==> src/aco_pkg.sv <==
package aco_pkg;

    // Sizes of the matrices and of the path buffers.
    localparam int MAX_VERTICES = 64;
    localparam int MAX_PATH     = 128;

    localparam int VCW       = $clog2(MAX_VERTICES + 1);
    localparam int MAT_DEPTH = MAX_VERTICES * MAX_VERTICES;
    localparam int MAT_AW    = $clog2(MAT_DEPTH);
    localparam int PATH_AW   = $clog2(MAX_PATH);
    localparam int PATH_LW   = $clog2(MAX_PATH + 1);

    // Field widths.
    localparam int ACTION_W   = 3;
    localparam int RC_W       = 6;
    localparam int DIST_W     = 16;
    localparam int VTX_W      = 6;
    localparam int IDX_W      = 7;
    localparam int COST_W     = 22;
    localparam int PHER_W     = 32;
    localparam int KEEP_W     = 16;
    localparam int AVG_W      = 24;
    localparam int VC_W       = 7;
    localparam int BLEN_W     = 8;
    localparam int CFG_IDX_W  = 2;
    localparam int CFG_DATA_W = 24;
    localparam int PROD_W     = PHER_W + KEEP_W;

    // Divider: numerator is the Q16.8 average shifted up by 16 bits.
    localparam int DIV_NW = AVG_W + 16;
    localparam int DIV_CW = $clog2(DIV_NW + 1);

    // Input queue between front and back.
    localparam int FQ_DEPTH = 2;
    localparam int FQ_AW    = $clog2(FQ_DEPTH);
    localparam int FQ_CW    = $clog2(FQ_DEPTH + 1);

    localparam logic [COST_W-1:0] COST_MAX  = {COST_W{1'b1}};
    localparam logic [PHER_W-1:0] PHER_INIT = 32'h0033_3333;
    localparam logic [PHER_W-1:0] PHER_MAX  = {PHER_W{1'b1}};

    // Action codes on the input port.
    localparam logic [ACTION_W-1:0] ACT_LOAD      = 3'd0;
    localparam logic [ACTION_W-1:0] ACT_VERTEX    = 3'd1;
    localparam logic [ACTION_W-1:0] ACT_DECAY     = 3'd2;
    localparam logic [ACTION_W-1:0] ACT_READ_PHER = 3'd3;
    localparam logic [ACTION_W-1:0] ACT_READ_BEST = 3'd4;

    // Configuration register indexes.
    localparam logic [CFG_IDX_W-1:0] CFG_VERTEX_COUNT = 2'd0;
    localparam logic [CFG_IDX_W-1:0] CFG_EVAP_KEEP    = 2'd1;
    localparam logic [CFG_IDX_W-1:0] CFG_AVG_LEN      = 2'd2;

    localparam logic [VC_W-1:0]  VC_RESET   = 7'd64;
    localparam logic [KEEP_W-1:0] KEEP_RESET = 16'd58982;
    localparam logic [AVG_W-1:0] AVG_RESET  = 24'd0;

    typedef enum logic [2:0] {
        OP_LOAD,
        OP_VERTEX,
        OP_DECAY,
        OP_READ_PHER,
        OP_READ_BEST,
        OP_NONE
    } op_t;

    typedef struct packed {
        op_t               op;
        logic [RC_W-1:0]   row;
        logic [RC_W-1:0]   col;
        logic [DIST_W-1:0] distance;
        logic [VTX_W-1:0]  vertex;
        logic              last;
        logic [IDX_W-1:0]  index;
    } item_t;

    typedef struct packed {
        logic  valid;
        item_t item;
    } fe2bk_t;

    typedef struct packed {
        logic take;
        logic clearing;
    } bk2fe_t;

    typedef struct packed {
        logic [COST_W-1:0] path_cost;
        logic              zero_cost;
        logic              new_best;
        logic [COST_W-1:0] best_cost;
        logic [PHER_W-1:0] pheromone;
        logic [VTX_W-1:0]  best_vertex;
        logic [BLEN_W-1:0] best_length;
        logic              path_overflow;
    } res_t;

    typedef enum logic [4:0] {
        S_CLR,
        S_IDLE,
        S_LOAD,
        S_VTX,
        S_VADD,
        S_VFIN,
        S_DIV,
        S_E_START,
        S_E_P0,
        S_E_RDV,
        S_E_CAP,
        S_E_MUL,
        S_E_WR,
        S_D_START,
        S_D_RD,
        S_D_MUL,
        S_D_WR,
        S_RP,
        S_RP_W,
        S_BV,
        S_BV_W,
        S_RES
    } bk_state_t;

    // Flat matrix address of a (row, column) pair.
    function automatic logic [MAT_AW-1:0] mat_addr(input logic [VCW-1:0] r,
                                                   input logic [VCW-1:0] c);
        mat_addr = MAT_AW'(r) * MAT_AW'(MAX_VERTICES) + MAT_AW'(c);
    endfunction

endpackage

==> src/aco_front.sv <==
module aco_front (
    input  logic                           clk,
    input  logic                           rst_n,
    input  logic                           push,
    output logic                           full,
    input  logic [aco_pkg::ACTION_W-1:0]   action,
    input  logic [aco_pkg::RC_W-1:0]       row,
    input  logic [aco_pkg::RC_W-1:0]       col,
    input  logic [aco_pkg::DIST_W-1:0]     distance,
    input  logic [aco_pkg::VTX_W-1:0]      vertex,
    input  logic                           last,
    input  logic [aco_pkg::IDX_W-1:0]      index,
    input  aco_pkg::bk2fe_t                bk,
    output aco_pkg::fe2bk_t                fe
);

    aco_pkg::item_t                  fq_mem_reg [aco_pkg::FQ_DEPTH];
    logic [aco_pkg::FQ_AW-1:0]       wr_ptr_reg, wr_ptr_next;
    logic [aco_pkg::FQ_AW-1:0]       rd_ptr_reg, rd_ptr_next;
    logic [aco_pkg::FQ_CW-1:0]       count_reg, count_next;
    aco_pkg::item_t                  in_item;
    logic                            accept;

    // Classify the incoming action into an operation.
    always_comb
    begin
        in_item.row      = row;
        in_item.col      = col;
        in_item.distance = distance;
        in_item.vertex   = vertex;
        in_item.last     = last;
        in_item.index    = index;
        case (action)
            aco_pkg::ACT_LOAD:      in_item.op = aco_pkg::OP_LOAD;
            aco_pkg::ACT_VERTEX:    in_item.op = aco_pkg::OP_VERTEX;
            aco_pkg::ACT_DECAY:     in_item.op = aco_pkg::OP_DECAY;
            aco_pkg::ACT_READ_PHER: in_item.op = aco_pkg::OP_READ_PHER;
            aco_pkg::ACT_READ_BEST: in_item.op = aco_pkg::OP_READ_BEST;
            default:                in_item.op = aco_pkg::OP_NONE;
        endcase
    end

    // The queue refuses items while the back end clears the pheromone store.
    assign full   = (count_reg == aco_pkg::FQ_CW'(aco_pkg::FQ_DEPTH)) || bk.clearing;
    assign accept = push && !full;

    assign fe.valid = (count_reg != '0);
    assign fe.item  = fq_mem_reg[rd_ptr_reg];

    // Pointer and fill count update.
    always_comb
    begin
        wr_ptr_next = wr_ptr_reg;
        rd_ptr_next = rd_ptr_reg;
        count_next  = count_reg;
        if (accept)
        begin
            wr_ptr_next = (wr_ptr_reg == aco_pkg::FQ_AW'(aco_pkg::FQ_DEPTH - 1)) ?
                          '0 : wr_ptr_reg + 1'b1;
        end
        if (bk.take)
        begin
            rd_ptr_next = (rd_ptr_reg == aco_pkg::FQ_AW'(aco_pkg::FQ_DEPTH - 1)) ?
                          '0 : rd_ptr_reg + 1'b1;
        end
        case ({accept, bk.take})
            2'b10:   count_next = count_reg + 1'b1;
            2'b01:   count_next = count_reg - 1'b1;
            default: count_next = count_reg;
        endcase
    end

    always_ff @(posedge clk or negedge rst_n)
    begin
        if (!rst_n)
        begin
            wr_ptr_reg <= '0;
            rd_ptr_reg <= '0;
            count_reg  <= '0;
        end
        else
        begin
            wr_ptr_reg <= wr_ptr_next;
            rd_ptr_reg <= rd_ptr_next;
            count_reg  <= count_next;
        end
    end

    // Item storage.
    always_ff @(posedge clk)
    begin
        if (accept)
        begin
            fq_mem_reg[wr_ptr_reg] <= in_item;
        end
    end

endmodule

==> config.mk <==
export PLATFORM = sky130hd
export DESIGN_NAME = aco_front
export DESIGN_NICKNAME = d
export VERILOG_FILES = /design/src/aco_pkg.sv /design/src/aco_front.sv
export SDC_FILE = /design/constraint.sdc
export NUM_CORES = 1
export LEC_CHECK = 0
export CELL_PAD_IN_SITES_DETAIL_PLACEMENT = 2
export CELL_PAD_IN_SITES_GLOBAL_PLACEMENT = 2
export CORE_ASPECT_RATIO = 1.4
export CORE_UTILIZATION = 25
export CTS_CLUSTER_DIAMETER = 80
export DETAILED_ROUTE_END_ITERATION = 8
export DONT_BUFFER_PORTS = 1
export GPL_ROUTABILITY_DRIVEN = 0
export GPL_TIMING_DRIVEN = 0
export PLACE_DENSITY = 0.55
export RECOVER_POWER = 50
export SETUP_SLACK_MARGIN = 0.02
export SLEW_MARGIN = 20
export SYNTH_ARGS = -nofsm -noshare
export SYNTH_HDL_FRONTEND = slang
export SYNTH_SLANG_ARGS = --single-unit
==> constraint.sdc <==
create_clock -name clk -period 3.3 [get_ports clk]
set_input_delay 0.495 -clock clk [delete_from_list [all_inputs] [get_ports clk]]
set_output_delay 0.495 -clock clk [all_outputs]
set_load 0.005 [all_outputs]
* Word-level counts from Yosys, hierarchy flattened
Memory sizes are Yosys's and may differ from the RTL's. Index checks and enable logic that the tools add are counted.
Storage, ports and cells: register bits after elaboration 4, RAM bits 90, memories 1
Memories:
- fq_mem_reg | words 2, width 45, rd ports 1, clocked after Yosys merged registers in 0, write ports 1, RTL line aco_front.sv:17 | aco_pkg::item_t fq_mem_reg [aco_pkg::FQ_DEPTH];
Cells by class: $add $sub $neg 4, equal/unequal tests 7, multiplexer cells 6, reductions and logical operators 6
Operators with widths (number):
- 3-bit one-hot mux with 5 select lines | 1
- 3-bit by 2-bit equality test with 1-bit output, second input constant | 2
- 2-bit equality test, second input constant | 2
- 1-bit two-way mux | 4
- 2-bit one-hot mux with 2 select lines | 1
- 2-bit nonzero test | 2
- 3-bit by 1-bit equality test with 1-bit output, second input constant | 1
- 3-bit equality test, second input constant | 1
- 3-bit zero test | 1
- 1-bit adder, second input constant | 2
- 2-bit by 1-bit adder with 2-bit output, second input constant | 1
- 2-bit by 1-bit equality test with 1-bit output, second input constant | 1
- 2-bit by 1-bit subtractor with 2-bit output, second input constant | 1
- 1-bit logical AND | 1
- 1-bit zero test | 1
- 1-bit logical OR | 1

* Longest topological paths before layout
Gate-level depths: netlist of run 1.
depth after elaboration 6, mapped depth 6, gate-level depth less buffers 6

* Worst setup path after synthesis of run 1
OpenSTA, ideal clock, no wires.
path type input -> register, start point in bk[0] (netlist bit), end point mem fq_mem_reg[0][0] (netlist bit), enable pin, library setup time 448 ps, arrival time 2634 ps, slack 218 ps, stages 2, buffers on the path 0, cells stage by stage nand3b_1 nor2_1
On the way: cells in the longest elaborated chain, start to end 5
RTL lines:
- from (decl) | RTL line aco_front.sv:13 | input aco_pkg::bk2fe_t bk,
- 1-bit logical OR | RTL line aco_front.sv:44 | assign full = (count_reg == aco_pkg::FQ_CW'(aco_pkg::FQ_DEPTH)) || bk.clearing;
- 1-bit zero test | RTL line aco_front.sv:45 | assign accept = push && !full;
- 1-bit logical AND | RTL line aco_front.sv:45
- 1-bit two-way mux | RTL line aco_front.sv:92 | if (accept)
- 1-bit two-way mux (not written as such) | RTL line aco_front.sv:94 | fq_mem_reg[wr_ptr_reg] <= in_item;
- to (decl) | RTL line aco_front.sv:17
Every way passes these cells.

==> results_dict.tcl, run 1 <==
set metrics [dict create \
    cp.arrival_ns 1.93 \
    die-area_sq_um 15100 \
    rr_startpoint "count_reg[0]$_DFFE_PN0P_" \
    insertion_delay_ns 0.34 \
    clkSinkCount 94 \
    p_per_area_nw_per_um2 809 \
    synth-seq-area-share 0.765 \
    place_hpwl_microns 4750 \
    worst_slack_ns 0.871 \
    tightest_slew_ns 0.952 \
    drc 0 \
    syn_to_final_growth_pct 17.8 \
    drive_gt1_frac 0.376 \
    fin_nets 228 \
    status "finished, final reports clean" \
    dp_cells 354 \
    cts_buffers 9 \
    vias_per_cell 3.92 \
    die_h_microns 145 \
    firstDrtPassIters 4 \
    worstSetupEndpointType "primary output" \
    cts_root_buffer "clkbuf_16" \
    rsz0062_at_grt "no" \
    first_iter_violations 40 \
    h-tree-depth 3 \
    core-area_sq_um 14400 \
    post-route-util 0.300 \
    fmax_mhz 412 \
    grt_antenna_before_repair 0 \
    cts_tree "done" \
    syn_area_sq_um 3660 \
    leakage_nw 1.50 \
    initial_core_util 0.255 \
    setup.worst_path.start "rd_ptr_reg$_DFFE_PN0P_" \
    io_pins 97 \
    cp_slowest_cell "clkbuf_1" \
    grt_pass1_vias 1632 \
    synth_cell_types 18 \
    io_buffers 0 \
    grt_remaining_overflow 0 \
    final_max_slew_viol_count 0 \
    stdcell_count 370 \
    track_usage 0.0940 \
    power_switching_uw 903 \
    synth_top_area_cell "edfxtp_1" \
    antenna_left 0 \
    routedWlPerCell_microns 17.9 \
    crit_path_cell_trace "clkbuf_1 > buf_12 > mux2_4" \
    vias 1450 \
    ir_worst_vdd_mv 0.334 \
    finalWirelength_microns 6640 \
    holdWs_ns 0.247 \
    pwr-share-clk 0.288 \
    power_frac_comb 0.270 \
    slowest_delay_ns 0.71 \
    hold_class "input port to register" \
    post_cts_buffers 0 \
    p_int_mw 2.59 \
    required_ns 2.80 \
    syn_area_per_cell_sq_um 22.8 \
    fin_crit_ns 2.43 \
    setup_viol 0 \
    final_common_cell "edfxtp_1" \
    synth_top_area_frac 0.738 \
    hold_buffers 1 \
    fin_worst_skew_ns 0.00835 \
    die_width_microns 104 \
    critPathMaxFanout 10 \
    diodes 0 \
    final_cell_mix "edfxtp_1 (90), mux2_4 (39), clkbuf_16 (9)" \
    path_class "register to primary output" \
    cts_resized 0 \
    syn_inst 161 \
    seq_power_share 0.442 \
    place_area_sq_um 4030 \
    post-place-ws_ns 1.24 \
    hold_violations 0 \
    start_kind "register" \
    cts_buffer_depth 2 \
    largest_reg_flops 90 \
    synth_seq_cells 94 \
    min_period_over_period 0.736 \
    grt_max_degree 18 \
    grt_pass1_wl_microns 10000 \
    ys_warn_count 0 \
    path_clk_slew_ns 0.06 \
    synth_fp_nets 212 \
    synthTopCellsByArea "edfxtp_1 (74%), mux2_4 (16%), dfrtp_1 (2.7%)" \
    final_area_sq_um 4320 \
    min_from "bk[1]" \
    fillers 1443 \
    maxSlewHeadroom 0.365 \
    switching_share 0.259 \
    drv_cap 0 \
    rows 52 \
]
[through the flow]
| step | power [mW] | TNS (ns) |
|---|---|---|
| finish | 3.49 | 0 |
| floorplan | 2.32 | 0 |
| detailed placement | 2.56 | 0 |
| global route | 3.65 | 0 |
| global placement | 2.50 | -118.18 |
| CTS | 3.58 | 0 |
[cell usage after synthesis]
library cell and n:
a21o_1 1, buf_12 4, buf_6 1, clkbuf_1 1
dfrtp_1 4, edfxtp_1 90, ha_1 1, inv_1 1
mux2_2 6, mux2_4 39, nand2b_1 1, nand3b_1 1
nor2_1 3, nor2b_1 1, or2_2 1, or2b_1 1
xnor2_1 3, xor2_1 2
[final cells by class]
type,count,area [sq um],share of cell area
sequential,94,2800,0.649
multi-input combinational,60,777,0.180
tap,189,236,0.0548
clock buffer,9,225,0.0522
timing repair buffer,5,120,0.0278
buffer,6,87.6,0.0203
clock inverter,6,63.8,0.0148
inverter,1,3.75,0.000870
[power groups by stage]
stage               clock, mW  sequential, mW  combinational (mW)
floorplan                   0            1.56               0.757
global placement            0            1.58               0.917
detailed placement          0            1.57               0.988
CTS                      1.04            1.55               0.993
global route             1.08            1.56                1.01
finish                   1.00            1.54               0.941
[logic make-up after synthesis]
logic type,share of synthesized area
compound gates,0.00205
xor+xnor,0.0120
fa+ha+maj,0.00341
buf+inv,0.0270
flops,0.765
mux,0.178
simple gates,0.0123
[critical path: cells and delay by family (launching register included)]
kind | cells | cell delay [ns]
buf+inv | 2 | 0.95
mux | 1 | 0.33
flops | 1 | 0.32
[metal layers]
layer  vias up  part of all wire  track usage
li1        655                 -            -
met2        51              0.56        0.165
met4         0             0.020       0.0579
met5         -                 0            0
met1       736              0.36       0.0929
met3         8             0.063       0.0341
[path summary, 6_finish.rpt]
kind                       slack [ns]                           to  depth (start not counted)
setup / recovery                 0.87                       fe[32]                          3
hold / removal                   0.25       rd_ptr_reg$_DFFE_PN0P_                          1
setup reg to reg                 1.32  fq_mem_reg[1][41]$_DFFE_PP_                          5
hold reg to reg                  0.50     count_reg[1]$_DFFE_PN0P_                          1
max in group asynchronous        2.70       wr_ptr_reg$_DFFE_PN0P_                          1
min in group asynchronous        0.43     count_reg[1]$_DFFE_PN0P_                          1
(Power assumes the default switching activity.)
==> run 2: changes to the inputs <==
==> constraint.sdc (replaced) <==
create_clock -name clk -period 2.35 [get_ports clk]
set_input_delay 0.3525 -clock clk [delete_from_list [all_inputs] [get_ports clk]]
set_output_delay 0.3525 -clock clk [all_outputs]
set_load 0.005 [all_outputs]
==> run 2 against run 1 <==
Register-to-register slack lost 0.95 ns. Critical path type is now register to register. Final area shrank 1.6%. Combinational power grew 25%. Global-route usage is the same. Power grew 37%. Setup slack lost 0.50 ns. Critical path depth grew 2. Via count is the same. Die area is the same. Sequential share of layout area grew 1.0 points. Clock power grew 41%.
==> results_dict.tcl, run 2 (same netlist as run 1, synthesis figures left out) <==
set metrics [dict create \
    routedWlPerCell_microns 18.0 \
    start_kind "register" \
    drive_gt1_frac 0.320 \
    cts_root_buffer "clkbuf_16" \
    status "finished, final reports clean" \
    ir_worst_vdd_mv 0.404 \
    post-route-util 0.296 \
    grt_antenna_before_repair 0 \
    final_max_slew_viol_count 0 \
    finalSetupTns_ns 0 \
    io_pins 97 \
    cts_buffer_depth 2 \
    place_area_sq_um 4030 \
    vias 1450 \
    diodes 0 \
    leakage_nw 1.45 \
    place_hpwl_microns 4750 \
    fmax_mhz 505 \
    die_width_microns 104 \
    post_cts_buffers 0 \
    slowest_delay_ns 0.48 \
    clkSinkCount 94 \
    grt_pass1_wl_microns 10000 \
    grt_remaining_overflow 0 \
    cp.arrival_ns 2.02 \
    die-area_sq_um 15100 \
    rr_startpoint "count_reg[0]$_DFFE_PN0P_" \
    required_ns 2.40 \
    hold_violations 0 \
    post-place-ws_ns 0.304 \
    setup_viol 0 \
    syn_to_final_growth_pct 16.0 \
    top_layer_used "met4" \
    power.total_mw 4.77 \
    crit_path_cell_trace "nand2b_1 > nand3b_1 > nor2_4 > buf_16 > buf_16" \
    switching_share 0.263 \
    fin_worst_skew_ns 0.00779 \
    crit_family "simple AND/OR/NAND/NOR gates" \
    core-area_sq_um 14400 \
    reg2reg_slack_ns 0.37 \
    pwr-share-clk 0.297 \
    firstDrtPassIters 3 \
    maxSlewHeadroom 0.666 \
    multiInputGateArea_sq_um 747 \
    critPathMaxFanout 17 \
    cp_slowest_cell "nor2_4" \
    register_area_sq_um 2800 \
    tightest_slew_ns 0.499 \
    drv_cap 0 \
    seq_power_share 0.455 \
    initial_core_util 0.255 \
    grt_pass1_vias 1632 \
    track_usage 0.0940 \
    final_area_sq_um 4250 \
    hold_depth 1 \
    first_iter_violations 36 \
    antenna_left 0 \
    path_clk_slew_ns 0.06 \
    final_cell_mix "edfxtp_1 (90), mux2_4 (31), mux2_1 (13), clkbuf_16 (9)" \
    p_per_area_nw_per_um2 1120 \
    cts_tree "done" \
    holdPathEnd "rd_ptr_reg$_DFFE_PN0P_" \
    io_buffers 0 \
    largest_reg_flops 90 \
    wl_met3_microns 431 \
    r2r_cells 5 \
    rows 52 \
    critPathBufInv 2 \
    min_from "bk[1]" \
    power_switching_mw 1.25 \
    drc 0 \
    drt-met1-wl_microns 2410 \
    worst_slack_ns 0.372 \
    h-tree-depth 3 \
    rsz0062_at_grt "no" \
    die_h_microns 145 \
    worstSetupEndpointType "register" \
    p_int_mw 3.51 \
    vias_per_cell 3.92 \
    fin_nets 228 \
    min_period_over_period 0.842 \
    r2r-end "fq_mem_reg[1][38]$_DFFE_PP_" \
    final_common_cell "edfxtp_1" \
    path_class "register to register" \
    fin_crit_ns 1.98 \
    fillers 1451 \
    power_frac_comb 0.248 \
    cts_buffers 9 \
    grt_max_degree 18 \
    cpMostUsedCell "buf_16" \
    route.met2.wl_microns 3710 \
    insertion_delay_ns 0.34 \
    hold_class "input port to register" \
    finalWirelength_microns 6680 \
]
[run 2: changes by cell type in the layout (fill, tap and decap cells not counted), sizes merged]
cell    before  now
buf          8    6
clkbuf      11   13
[run 2: layer usage]
layer,GRT usage,vias up
li1,-,655
met1,0.0929,738
met2,0.165,49
met3,0.0341,8
met4,0.0579,0
met5,0,-
[run 2: timing repair]
action,4_1_cts,5_1_grt
resized for setup,0,0
endpoints found under the hold margin,4,0
hold buffers,1,0
[run 2: area by class of cell]
cell class                 instances  share of cell area
sequential                        94               0.660
multi-input combinational         60               0.176
tap                              189              0.0557
clock buffer                       9              0.0530
timing repair buffer               5              0.0283
clock inverter                     6              0.0150
buffer                             6              0.0118
inverter                           1            0.000883
[run 2: stage by stage]
stage               hold WS (ns)  cells
detailed placement        0.0570    354
floorplan                 0.0569    161
global placement          0.0570    350
finish                     0.103    370
global route              0.0841    370
CTS                       0.0839    370
[run 2: worst max-delay path by stage]
stage / startpoint / end / depth (start not counted)
after floorplan: count_reg[0]$_DFFE_PN0P_ / fq_mem_reg[0][0]$_DFFE_PP_ / 3
after global placement: count_reg[0]$_DFFE_PN0P_ / fq_mem_reg[1][14]$_DFFE_PP_ / 3
after detailed placement: count_reg[0]$_DFFE_PN0P_ / fq_mem_reg[1][9]$_DFFE_PP_ / 5
after CTS: count_reg[0]$_DFFE_PN0P_ / fq_mem_reg[1][37]$_DFFE_PP_ / 5
after global routing: count_reg[0]$_DFFE_PN0P_ / fq_mem_reg[1][37]$_DFFE_PP_ / 5
final: count_reg[0]$_DFFE_PN0P_ / fq_mem_reg[1][38]$_DFFE_PP_ / 5
[run 2: power groups by stage]
stage          registers (mW)  clock network (mW)  logic, mW
3_5_place_dp             2.21                   0       1.39
5_1_grt                  2.19                1.52       1.28
2_1_floorplan            2.20                   0       1.06
4_1_cts                  2.18                1.46       1.39
6_report                 2.17                1.41       1.18
3_3_place_gp             2.22                   0       1.29
==> run 3: changes to the inputs <==
==> constraint.sdc (replaced) <==
create_clock -name clk -period 1.9 [get_ports clk]
set_input_delay 0.285 -clock clk [delete_from_list [all_inputs] [get_ports clk]]
set_output_delay 0.285 -clock clk [all_outputs]
set_load 0.005 [all_outputs]
==> run 3 against run 2 <==
Core utilization rose by 0.57 points. Hold slack got worse by 0.069 ns. Highest routed layer unchanged. Critical path type is now register to primary output. Critical endpoint is now fe[36]. Die area did not move. First-iteration DRC count fell by 8.3%. Non-clock buffer count rose by 3. Critical path depth fell by 2.
==> results_dict.tcl, run 3 (same netlist as run 1, synthesis figures left out) <==
set metrics [dict create \
    status "finished, final reports clean" \
    grt_pass1_wl_microns 10400 \
    core-area_sq_um 14400 \
    r2r-end "fq_mem_reg[0][17]$_DFFE_PP_" \
    maxSlewHeadroom 0.708 \
    fillers 1443 \
    min_period_over_period 0.869 \
    die-area_sq_um 15100 \
    hold_depth 1 \
    antenna_left 0 \
    fin_crit_ns 1.65 \
    track_usage 0.0969 \
    final_common_cell "edfxtp_1" \
    initial_core_util 0.255 \
    critPathMaxFanout 10 \
    hold_violations 0 \
    grt_antenna_before_repair 0 \
    rows 52 \
    hold_class "input port to register" \
    largest_reg_flops 90 \
    pwr-share-clk 0.297 \
    path_clk_slew_ns 0.06 \
    first_iter_violations 33 \
    post-route-util 0.301 \
    seq_power_share 0.437 \
    stdcell_count 375 \
    crit_path_cell_trace "buf_6 > buf_12 > mux2_4" \
    fmax_mhz 606 \
    cts_buffers 9 \
    path_class "register to primary output" \
    holdPathEnd "rd_ptr_reg$_DFFE_PN0P_" \
    vias_per_cell 3.97 \
    finalWirelength_microns 6790 \
    fin_nets 233 \
    cp_slowest_cell "dfrtp_1" \
    leakage_nw 1.51 \
    grt_max_degree 25 \
    diodes 0 \
    io_buffers 0 \
    cts_root_buffer "clkbuf_16" \
    reg2reg_slack_ns 0.32 \
    rsz0062_at_grt "no" \
    power.total_mw 6.17 \
    fin_worst_skew_ns 0.00751 \
    vias 1490 \
    worstSetupEndpointType "primary output" \
    insertion_delay_ns 0.33 \
    start_kind "register" \
    io_pins 97 \
    drv_cap 0 \
    cts_buffer_depth 2 \
    min_from "bk[1]" \
    p_int_mw 4.61 \
    power_frac_comb 0.266 \
    syn_to_final_growth_pct 18.2 \
    power_switching_mw 1.56 \
    grt_remaining_overflow 0 \
    drive_gt1_frac 0.376 \
    required_ns 1.62 \
    slowest_delay_ns 0.34 \
    final_cell_mix "edfxtp_1 (90), mux2_4 (39), clkbuf_16 (9), buf_12 (6)" \
    firstDrtPassIters 4 \
    rr_startpoint "count_reg[0]$_DFFE_PN0P_" \
    p_per_area_nw_per_um2 1430 \
    r2r_cells 4 \
    die_width_microns 104 \
    dp_cells 352 \
    clkSinkCount 94 \
    final_area_sq_um 4330 \
    routedWlPerCell_microns 18.1 \
    switching_share 0.252 \
    post-place-ws_ns -0.244 \
    cts_tree "done" \
    multiInputGateArea_sq_um 800 \
    final_max_slew_viol_count 0 \
    worst_slack_ns 0.249 \
    setup_viol 0 \
    h-tree-depth 3 \
    place_area_sq_um 3960 \
    cp.arrival_ns 1.37 \
    register_area_sq_um 2800 \
    tightest_slew_ns 0.437 \
    place_hpwl_microns 4400 \
    grt_pass1_vias 1710 \
    die_h_microns 145 \
    critPathBufInv 2 \
    ir_worst_vdd_mv 0.560 \
    drc 0 \
    crit_family "buffers and inverters" \
]
## run 3: cell type report
class	count	area share
Tap cell	189	0.0546
Timing Repair Buffer	8	0.0202
Inverter	1	0.000867
Sequential cell	94	0.647
Buffer	6	0.0220
Clock inverter	4	0.0168
Multi-Input combinational cell	62	0.185
Clock buffer	11	0.0537
## run 3: through the flow
step	setup TNS (ns)	hold WS, ns
global route	0	0.0135
finish	0	0.0338
detailed placement	-11.08	-0.0105
global placement	-116.70	-0.0104
floorplan	-35.55	-0.0106
CTS	-5.06	0.0182
## run 3: repair_timing
item | CTS | global route
endpoints found under the hold margin | 4 | 0
buffers inserted | 3 | 2
hold buffers | 1 | 0
pin swaps | 2 | 1
gates resized for setup | 0 | 2
gates cloned | 2 | 0
setup endpoints to repair | 90 | 23
## run 3: worst max-delay path by stage
| stage | from | end | cells after the start |
|---|---|---|---|
| after floorplan | count_reg[0]$_DFFE_PN0P_ | fq_mem_reg[0][0]$_DFFE_PP_ | 3 |
| after global placement | count_reg[0]$_DFFE_PN0P_ | fq_mem_reg[0][17]$_DFFE_PP_ | 3 |
| after detailed placement | count_reg[0]$_DFFE_PN0P_ | fq_mem_reg[0][2]$_DFFE_PP_ | 4 |
| after CTS | count_reg[0]$_DFFE_PN0P_ | fq_mem_reg[0][41]$_DFFE_PP_ | 3 |
| after global routing | count_reg[0]$_DFFE_PN0P_ | fq_mem_reg[0][41]$_DFFE_PP_ | 4 |
| final | rd_ptr_reg$_DFFE_PN0P_ | fe[36] | 3 |
## run 3: layer usage
metal | GRT usage | up-vias | wire (microns)
met2 | 0.180 | 52 | 3940
met3 | 0.0332 | 7 | 384
met5 | 0 | - | 0
met1 | 0.0927 | 764 | 2310
met4 | 0.0493 | 0 | 144
li1 | - | 667 | -
## run 3: power groups by stage
stage,Clock [mW],Combinational (mW),Sequential (mW)
after floorplan,0,1.32,2.71
after global placement,0,1.59,2.73
after detailed placement,0,1.65,2.73
after CTS,1.91,1.70,2.70
after global routing,1.99,1.76,2.73
final,1.83,1.64,2.70
